===== src/chs_pkg.sv =====
// shared types, codes and the opcode table of the cartridge header scorer
// no dependencies
`default_nettype none

package chs_pkg;

  localparam int SLOT_W  = 2;
  localparam int SCORE_W = 5;
  localparam int CHOSEN_W = 2;
  localparam int SIZE_W  = 24;

  // candidate slots
  localparam logic [SLOT_W-1:0] SLOT_LOW  = 2'd0;
  localparam logic [SLOT_W-1:0] SLOT_HIGH = 2'd1;
  localparam logic [SLOT_W-1:0] SLOT_EXT  = 2'd2;

  // chosen location codes
  localparam logic [CHOSEN_W-1:0] CHOSEN_NONE = 2'd0;
  localparam logic [CHOSEN_W-1:0] CHOSEN_LOW  = 2'd1;
  localparam logic [CHOSEN_W-1:0] CHOSEN_HIGH = 2'd2;
  localparam logic [CHOSEN_W-1:0] CHOSEN_EXT  = 2'd3;

  // header location plus 64 bytes: smallest image that holds the header
  localparam logic [SIZE_W-1:0] MIN_SIZE_LOW  = 24'h008000;
  localparam logic [SIZE_W-1:0] MIN_SIZE_HIGH = 24'h010000;
  localparam logic [SIZE_W-1:0] MIN_SIZE_EXT  = 24'h410000;

  localparam logic [15:0] VECTOR_MIN    = 16'h8000;
  localparam logic [16:0] CHECKSUM_SUM  = 17'h0ffff;
  localparam logic [7:0]  MAP_MASK      = 8'hef;
  localparam logic [7:0]  MAKER_EXT     = 8'h33;
  localparam logic [SCORE_W-1:0] EXT_BONUS = 5'd4;

  typedef struct packed {
    logic [SLOT_W-1:0] slot;
    logic [15:0]       reset_vector;
    logic [7:0]        reset_opcode;
    logic [15:0]       checksum_word;
    logic [15:0]       complement_word;
    logic [7:0]        map_mode;
    logic [7:0]        maker_code;
    logic [7:0]        cart_type;
    logic [7:0]        rom_size_code;
    logic [7:0]        ram_size_code;
    logic [7:0]        region_code;
  } record_t;

  typedef struct packed {
    logic                decided;
    logic [CHOSEN_W-1:0] chosen_location;
  } choice_t;

  // points for the first instruction executed after reset
  function automatic logic signed [4:0] opcode_points(input logic [7:0] op);
    logic signed [4:0] pts;
    case (op)
      8'h78, 8'h18, 8'h38, 8'h9c, 8'h4c, 8'h5c: pts = 5'sd8;
      8'hc2, 8'he2, 8'had, 8'hae, 8'hac, 8'haf,
      8'ha9, 8'ha2, 8'ha0, 8'h20, 8'h22: pts = 5'sd4;
      8'h40, 8'h60, 8'h6b, 8'hcd, 8'hec, 8'hcc: pts = -5'sd4;
      8'h00, 8'h02, 8'hdb, 8'h42, 8'hff: pts = -5'sd8;
      default: pts = 5'sd0;
    endcase
    return pts;
  endfunction

endpackage

`default_nettype wire


===== src/chs_if.sv =====
// channel interfaces of the cartridge header scorer: header records in, scores out
// depends on chs_pkg
`default_nettype none

interface chs_record_if;
  logic                       valid;
  logic                       ready;
  logic [chs_pkg::SLOT_W-1:0] slot;
  logic [15:0]                reset_vector;
  logic [7:0]                 reset_opcode;
  logic [15:0]                checksum_word;
  logic [15:0]                complement_word;
  logic [7:0]                 map_mode;
  logic [7:0]                 maker_code;
  logic [7:0]                 cart_type;
  logic [7:0]                 rom_size_code;
  logic [7:0]                 ram_size_code;
  logic [7:0]                 region_code;

  modport source (
    output valid, slot, reset_vector, reset_opcode, checksum_word, complement_word,
           map_mode, maker_code, cart_type, rom_size_code, ram_size_code, region_code,
    input  ready
  );
  modport sink (
    input  valid, slot, reset_vector, reset_opcode, checksum_word, complement_word,
           map_mode, maker_code, cart_type, rom_size_code, ram_size_code, region_code,
    output ready
  );
endinterface

interface chs_result_if;
  logic                         valid;
  logic                         ready;
  logic [chs_pkg::SCORE_W-1:0]  score;
  logic                         decided;
  logic [chs_pkg::CHOSEN_W-1:0] chosen_location;

  modport source (output valid, score, decided, chosen_location, input ready);
  modport sink   (input valid, score, decided, chosen_location, output ready);
endinterface

`default_nettype wire


===== src/cartridge_header_scorer.sv =====
// top level of the cartridge header scorer: input register, rater, chooser, result register
// depends on chs_pkg, chs_if, chs_rater, chs_chooser
`default_nettype none

// Takes one header record per cycle while the result side is not stalled and returns
// one score transaction per record. The record is registered, scored by a single pass
// of compare-and-add logic and registered again at the output, so a new record is
// taken every cycle unless the result side stalls. The low and high scores are
// held and used by the extended-high record to report the chosen location. A record
// in slot three gives an all-zero result and leaves the held scores alone. Write
// image_size only while no record is in flight.
module cartridge_header_scorer (
  input  wire logic                          clk,
  input  wire logic                          rst,
  input  wire logic                          cfg_wen,
  input  wire logic [chs_pkg::SIZE_W-1:0]    cfg_wdata,
  chs_record_if.sink                         records,
  chs_result_if.source                       results
);

  logic [chs_pkg::SIZE_W-1:0]  image_size;
  logic [chs_pkg::SCORE_W-1:0] low_slot_score;
  logic [chs_pkg::SCORE_W-1:0] high_slot_score;

  logic                        rec_valid;
  chs_pkg::record_t            rec;
  logic                        advance;

  logic [chs_pkg::SCORE_W-1:0] score;
  chs_pkg::choice_t            choice;

  logic                        out_valid;
  logic [chs_pkg::SCORE_W-1:0] out_score;
  chs_pkg::choice_t            out_choice;

  assign advance       = rec_valid && (!out_valid || results.ready);
  assign records.ready = !rec_valid || advance;

  always_ff @(posedge clk) begin
    if (rst) begin
      image_size <= '0;
    end else if (cfg_wen) begin
      image_size <= cfg_wdata;
    end
  end

  always_ff @(posedge clk) begin
    if (rst) begin
      rec_valid <= 1'b0;
    end else if (records.ready) begin
      rec_valid <= records.valid;
    end
  end

  always_ff @(posedge clk) begin
    if (records.valid && records.ready) begin
      rec.slot            <= records.slot;
      rec.reset_vector    <= records.reset_vector;
      rec.reset_opcode    <= records.reset_opcode;
      rec.checksum_word   <= records.checksum_word;
      rec.complement_word <= records.complement_word;
      rec.map_mode        <= records.map_mode;
      rec.maker_code      <= records.maker_code;
      rec.cart_type       <= records.cart_type;
      rec.rom_size_code   <= records.rom_size_code;
      rec.ram_size_code   <= records.ram_size_code;
      rec.region_code     <= records.region_code;
    end
  end

  chs_rater u_rater (
    .rec        (rec),
    .image_size (image_size),
    .score      (score)
  );

  chs_chooser u_chooser (
    .slot            (rec.slot),
    .score           (score),
    .low_slot_score  (low_slot_score),
    .high_slot_score (high_slot_score),
    .choice          (choice)
  );

  // held scores follow record order since they update as a record leaves the stage
  always_ff @(posedge clk) begin
    if (rst) begin
      low_slot_score  <= '0;
      high_slot_score <= '0;
    end else if (advance) begin
      if (rec.slot == chs_pkg::SLOT_LOW) begin
        low_slot_score <= score;
      end
      if (rec.slot == chs_pkg::SLOT_HIGH) begin
        high_slot_score <= score;
      end
    end
  end

  always_ff @(posedge clk) begin
    if (rst) begin
      out_valid <= 1'b0;
    end else if (advance) begin
      out_valid <= 1'b1;
    end else if (results.ready) begin
      out_valid <= 1'b0;
    end
  end

  always_ff @(posedge clk) begin
    if (advance) begin
      out_score  <= score;
      out_choice <= choice;
    end
  end

  assign results.valid           = out_valid;
  assign results.score           = out_score;
  assign results.decided         = out_choice.decided;
  assign results.chosen_location = out_choice.chosen_location;

endmodule

`default_nettype wire


===== src/chs_rater.sv =====
// plausibility score of one header record, 0 to 20
// depends on chs_pkg
`default_nettype none

module chs_rater (
  input  wire chs_pkg::record_t                 rec,
  input  wire logic [chs_pkg::SIZE_W-1:0]       image_size,
  output logic [chs_pkg::SCORE_W-1:0]           score
);

  logic [chs_pkg::SIZE_W-1:0] min_size;
  logic                       slot_ok;
  logic                       too_small;
  logic [16:0]                chk_sum;
  logic [7:0]                 map;
  logic                       map_fits;
  logic signed [5:0]          total;

  always_comb begin
    slot_ok  = 1'b1;
    map      = rec.map_mode & chs_pkg::MAP_MASK;
    map_fits = 1'b0;
    case (rec.slot)
      chs_pkg::SLOT_LOW: begin
        min_size = chs_pkg::MIN_SIZE_LOW;
        map_fits = (map == 8'h20) || (map == 8'h22);
      end
      chs_pkg::SLOT_HIGH: begin
        min_size = chs_pkg::MIN_SIZE_HIGH;
        map_fits = (map == 8'h21);
      end
      chs_pkg::SLOT_EXT: begin
        min_size = chs_pkg::MIN_SIZE_EXT;
        map_fits = (map == 8'h25);
      end
      default: begin
        min_size = chs_pkg::MIN_SIZE_EXT;
        slot_ok  = 1'b0;
      end
    endcase
  end

  assign too_small = image_size < min_size;
  // unwrapped sum of checksum and complement
  assign chk_sum = {1'b0, rec.checksum_word} + {1'b0, rec.complement_word};

  always_comb begin
    total = 6'(chs_pkg::opcode_points(rec.reset_opcode));
    if (chk_sum == chs_pkg::CHECKSUM_SUM && rec.checksum_word != 16'h0 &&
        rec.complement_word != 16'h0) begin
      total = total + 6'sd4;
    end
    if (map_fits) begin
      total = total + 6'sd2;
    end
    if (rec.maker_code == chs_pkg::MAKER_EXT) begin
      total = total + 6'sd2;
    end
    total = total + 6'($unsigned(rec.cart_type < 8'h08))
                  + 6'($unsigned(rec.rom_size_code < 8'h10))
                  + 6'($unsigned(rec.ram_size_code < 8'h08))
                  + 6'($unsigned(rec.region_code < 8'd14));
  end

  always_comb begin
    if (!slot_ok || too_small || rec.reset_vector < chs_pkg::VECTOR_MIN || total[5]) begin
      score = '0;
    end else begin
      score = total[chs_pkg::SCORE_W-1:0];
    end
  end

endmodule

`default_nettype wire


===== src/chs_chooser.sv =====
// picks the winning header location on the extended-high record
// depends on chs_pkg
`default_nettype none

module chs_chooser (
  input  wire logic [chs_pkg::SLOT_W-1:0]  slot,
  input  wire logic [chs_pkg::SCORE_W-1:0] score,
  input  wire logic [chs_pkg::SCORE_W-1:0] low_slot_score,
  input  wire logic [chs_pkg::SCORE_W-1:0] high_slot_score,
  output chs_pkg::choice_t                 choice
);

  logic [chs_pkg::SCORE_W-1:0] ext_score;

  // bonus only for a nonzero extended score; max 24 still fits
  assign ext_score = (score != '0) ? score + chs_pkg::EXT_BONUS : '0;

  always_comb begin
    choice.decided         = 1'b0;
    choice.chosen_location = chs_pkg::CHOSEN_NONE;
    if (slot == chs_pkg::SLOT_EXT) begin
      choice.decided = 1'b1;
      if (low_slot_score >= high_slot_score && low_slot_score >= ext_score) begin
        choice.chosen_location = chs_pkg::CHOSEN_LOW;
      end else if (high_slot_score >= ext_score) begin
        choice.chosen_location = chs_pkg::CHOSEN_HIGH;
      end else if (ext_score > chs_pkg::EXT_BONUS) begin
        choice.chosen_location = chs_pkg::CHOSEN_EXT;
      end
    end
  end

endmodule

`default_nettype wire


===== src/flat_wrapper.sv =====
// flat-port wrapper written by rule: the top's interface ports become plain ports
module cartridge_header_scorer_flat 
  (clk, rst, cfg_wen, cfg_wdata, records_valid, records_slot, records_reset_vector, records_reset_opcode, records_checksum_word, records_complement_word, records_map_mode, records_maker_code, records_cart_type, records_rom_size_code, records_ram_size_code, records_region_code, records_ready, results_valid, results_score, results_decided, results_chosen_location, results_ready);
  chs_record_if records_i ();
  chs_result_if results_i ();
  input  wire logic clk;
  input  wire logic rst;
  input  wire logic cfg_wen;
  input  wire logic [chs_pkg::SIZE_W-1:0] cfg_wdata;
  input wire logic [$bits(records_i.valid)-1:0] records_valid;
  input wire logic [$bits(records_i.slot)-1:0] records_slot;
  input wire logic [$bits(records_i.reset_vector)-1:0] records_reset_vector;
  input wire logic [$bits(records_i.reset_opcode)-1:0] records_reset_opcode;
  input wire logic [$bits(records_i.checksum_word)-1:0] records_checksum_word;
  input wire logic [$bits(records_i.complement_word)-1:0] records_complement_word;
  input wire logic [$bits(records_i.map_mode)-1:0] records_map_mode;
  input wire logic [$bits(records_i.maker_code)-1:0] records_maker_code;
  input wire logic [$bits(records_i.cart_type)-1:0] records_cart_type;
  input wire logic [$bits(records_i.rom_size_code)-1:0] records_rom_size_code;
  input wire logic [$bits(records_i.ram_size_code)-1:0] records_ram_size_code;
  input wire logic [$bits(records_i.region_code)-1:0] records_region_code;
  output wire logic [$bits(records_i.ready)-1:0] records_ready;
  output wire logic [$bits(results_i.valid)-1:0] results_valid;
  output wire logic [$bits(results_i.score)-1:0] results_score;
  output wire logic [$bits(results_i.decided)-1:0] results_decided;
  output wire logic [$bits(results_i.chosen_location)-1:0] results_chosen_location;
  input wire logic [$bits(results_i.ready)-1:0] results_ready;
  assign records_i.valid = records_valid;
  assign records_i.slot = records_slot;
  assign records_i.reset_vector = records_reset_vector;
  assign records_i.reset_opcode = records_reset_opcode;
  assign records_i.checksum_word = records_checksum_word;
  assign records_i.complement_word = records_complement_word;
  assign records_i.map_mode = records_map_mode;
  assign records_i.maker_code = records_maker_code;
  assign records_i.cart_type = records_cart_type;
  assign records_i.rom_size_code = records_rom_size_code;
  assign records_i.ram_size_code = records_ram_size_code;
  assign records_i.region_code = records_region_code;
  assign records_ready = records_i.ready;
  assign results_valid = results_i.valid;
  assign results_score = results_i.score;
  assign results_decided = results_i.decided;
  assign results_chosen_location = results_i.chosen_location;
  assign results_i.ready = results_ready;
  cartridge_header_scorer u_core (.clk(clk), .rst(rst), .cfg_wen(cfg_wen), .cfg_wdata(cfg_wdata), .records(records_i), .results(results_i));
endmodule

===== config.mk =====
export PLATFORM = sky130hd
export DESIGN_NAME = cartridge_header_scorer_flat
export DESIGN_NICKNAME = d
export VERILOG_FILES = /design/src/chs_pkg.sv /design/src/chs_if.sv /design/src/cartridge_header_scorer.sv /design/src/chs_rater.sv /design/src/chs_chooser.sv /design/src/flat_wrapper.sv
export SDC_FILE = /design/constraint.sdc
export NUM_CORES = 1
export LEC_CHECK = 0
export ABC_AREA = 1
export CELL_PAD_IN_SITES_DETAIL_PLACEMENT = 0
export CELL_PAD_IN_SITES_GLOBAL_PLACEMENT = 1
export CORE_ASPECT_RATIO = 0.8
export CORE_MARGIN = 8
export CORE_UTILIZATION = 48
export DETAILED_ROUTE_END_ITERATION = 12
export DONT_BUFFER_PORTS = 1
export GPL_TIMING_DRIVEN = 0
export PLACE_DENSITY = 0.78
export RECOVER_POWER = 50
export SYNTH_ARGS = -nofsm -noshare
export SYNTH_HDL_FRONTEND = slang
export SYNTH_SLANG_ARGS = --single-unit

===== constraint.sdc =====
create_clock -name clk -period 7 [get_ports clk]
set_input_delay 0.35 -clock clk [delete_from_list [all_inputs] [get_ports clk]]
set_output_delay 0.35 -clock clk [all_outputs]
set_load 0.02 [all_outputs]

==> out/metrics.yaml <==
p_clk_share_pct: 35.9
syn_area_mm2: 0.00591
cts_setup_buffers: 0
drt.antenna.violating_nets: 0
die_y_um: 115
cp_max_fo: 6
regToRegSetupSlack_ns: 1.38
die_width_um: 140
muxShareOfSynthArea_pct: 0
crit_type: "reg -> reg"
fp-row-count: 36
vias: 4247
drv_slew: 0
cp_slowest_stage_delay_ns: 0.40
cts-resized-gates: 0
pre_cts_slack_ns: 1.41
power.internal_uw: 1050
clk_pin_slew_ns: 0.08
grt_usage_pct: 16.3
synth_top_area_share_pct: 44.2
clk_latency_ns: 0.36
hold_viol: 0
die_area_mm2: 0.0161
hold_class: "in -> reg"
yosys.area_share.xor_xnor_pct: 0
routedWlPerCell_um: 15.3
drt-total-wl_um: 12500
pwr_density_cell_mw_per_mm2: 227
cts_buffer_depth: 2
skew_ns: 0.00959
critPathArrivalTime_ns: 5.74
final_net_count: 844
dp_hpwl_um: 9760
max_freq_ghz: 0.178
finalCritPeriodShare_pct: 80.2
combPwrFrac_pct: 12.2
required_ns: 7.12
synth-compound-area-share_pct: 7.37
synth_enable_flop_cells: 87
synth_fa_ha_area_share_pct: 10.1
synth_area_per_cell_um2: 9.07
ys_seq_area_share_pct: 51.3
switching_share_pct: 27.6
dr.pass1.iters: 5
grt_pass1_vias: 4254
max-slew-margin-rel_pct: 36.0
ios: 145
synth.area.top_cells: "edfxtp_1, nand2_1, ha_1, dfxtp_1, inv_1"
period_minus_slack_ns: 5.62
ir_drop_mv: 0.185
port_buffers: 0
cp-start-kind: "flop"
synth.distinct_cells: 43
synthesis.nets: 833
syn_inst: 652
tightestPinTransition_ns: 0.959
cts_inserted_buffers: 9
cts_tree: "yes"
synth_top_area_cell: "edfxtp_1"
crit_path_end_kind: "flop"
layout-drive-gt1-share_pct: 8.53
viasPerCell: 5.18
status: "finished, final reports clean"
power_frac_seq_pct: 51.9
p_switching_uw: 402
grt_pass1_wl_um: 20600
setup_viol: 0
root_buffer: "clkbuf_16"
clock-sinks: 108
drv_cap: 0
antenna_found_initial: 0
cp_slowest_cell: "fa_1"
crit_top_cell: "nand2_1"
diodes: 0
htreeDepth: 3
core_mm2: 0.0121
timing.final.ws_setup_ns: 1.38
ys.flop_type: "edfxtp_1"
synthToLayoutAreaGrowth_pct: 8.55
synthSimpleGateAreaFrac_pct: 24.5
p_leak_uw: 0.00292
gp_congestion: 0.869
synth_seq_cells: 108
tns_ns: 0
drc: 0
postCtsHoldBufs: 0
drt_iter0_drc: 283
async_flop_share_pct: 0
ys_warn_count: 0
synth_top_family_by_area: "simple AND/OR/NAND/NOR gates"
grt_setup_unrepaired: "false"
gr-total-overflow: 0
grt_max_degree: 80
fillers: 1109
start_util_pct: 48.8
## registers in the layout (all words and copies together) (netlist names)
register,flops
u_core.results.valid,1
u_core.results.score,5
u_core.image_size,9
u_core.rec,79
u_core.results.decided,1
u_core.rec_valid,1
u_core.results.chosen_location,2
u_core.low_slot_score,5
u_core.high_slot_score,5
## metrics by stage
step | utilization, % | hold slack [ns] | total power (µW) | instance area (µm²) | cells
after floorplan | - | 0.419 | 904 | 5910 | 652
after global placement | 50.4 | 0.421 | 943 | 6100 | 804
after detailed placement | 50.4 | 0.422 | 947 | 6100 | 804
after CTS | 53.0 | 0.0362 | 1470 | 6420 | 820
after global routing | 53.0 | 0.0302 | 1530 | 6420 | 820
final | 53.0 | 0.0485 | 1450 | 6420 | 820
## layer usage
metal / part of all wire [%] / vias up / track usage, %
met2: 46 / 115 / 26.8
met4: 0.82 / 0 / 3.46
met3: 6.4 / 14 / 5.89
met1: 47 / 1926 / 20.2
li1: - / 2192 / -
met5: 0 / - / 0
## cell usage in the layout, fill, tap and decap left out, types with 4 or more instances in the layout
cell       instances
inv_1             92
a21oi_1           29
nand2_2            6
nor4_1             4
nor2_1            76
clkbuf_16          9
nor3_1             9
o21ai_0           25
edfxtp_1          87
nand3b_1           7
dfxtp_1           21
nand2_1          155
nor2_2             7
nand3_2            6
nand4_1            8
nand3_1           28
ha_1              43
inv_2              8
## cells in the mapped netlist (7+ instances only)
cell type / n
nor2_2: 7
edfxtp_1: 87
nand3b_1: 7
a21oi_1: 29
nand3_1: 28
nand4_1: 8
nand2_1: 155
nor3_1: 9
dfxtp_1: 21
nor2_1: 76
ha_1: 43
o21ai_0: 25
inv_2: 8
inv_1: 93
## kinds of logic (layout without fill, tap and decap cells)
kind of cell,count (synthesis),in the layout
adder cells (fa/ha/maj),46,46
AND/OR/NAND/NOR,318,318
AO/OA/AOI/OAI,75,75
flip-flops,108,108
buffers and inverters,105,121
## power by group through the flow
| stage | sequential, µW | clock, µW | combinational, µW |
|---|---|---|---|
| floorplan | 765 | 0 | 139 |
| global placement | 771 | 0 | 172 |
| detailed placement | 770 | 0 | 176 |
| CTS | 756 | 537 | 178 |
| global route | 760 | 562 | 205 |
| finish | 755 | 523 | 177 |
## layout make-up
cell class	count	area [µm²]	area share (%)
Clock buffer	9	225	3.51
Sequential cell	108	3030	47.3
Inverter	102	385	6.01
Multi-Input combinational cell	439	2480	38.7
Buffer	3	12.5	0.195
Tap cell	152	190	2.96
Clock inverter	7	87.6	1.37
## final timing paths
| kind | depth (start not counted) | startpoint | to |
|---|---|---|---|
| worst max-delay path | 36 | u_core.rec[48]$_DFFE_PP_ | u_core.results.chosen_location[1]$_SDFFCE_PP0P_ |
| worst max register to register | 36 | u_core.rec[48]$_DFFE_PP_ | u_core.results.chosen_location[1]$_SDFFCE_PP0P_ |
| worst min register to register | 2 | u_core.image_size[19]$_SDFFE_PP0P_ | u_core.image_size[19]$_SDFFE_PP0P_ |
| worst min-delay path | 1 | rst | u_core.results.valid$_SDFFE_PP0P_ |
## critical path, delay by kind of cell (launching register included)
kind / cells / cell delay (ns)
AOI/OAI and AO/OA: 3 / 0.52
and+or+nand+nor: 22 / 2.55
DFF: 1 / 0.36
buffers and inverters: 6 / 0.52
adders and majority gates: 5 / 1.39
(Power assumes the default switching activity.)
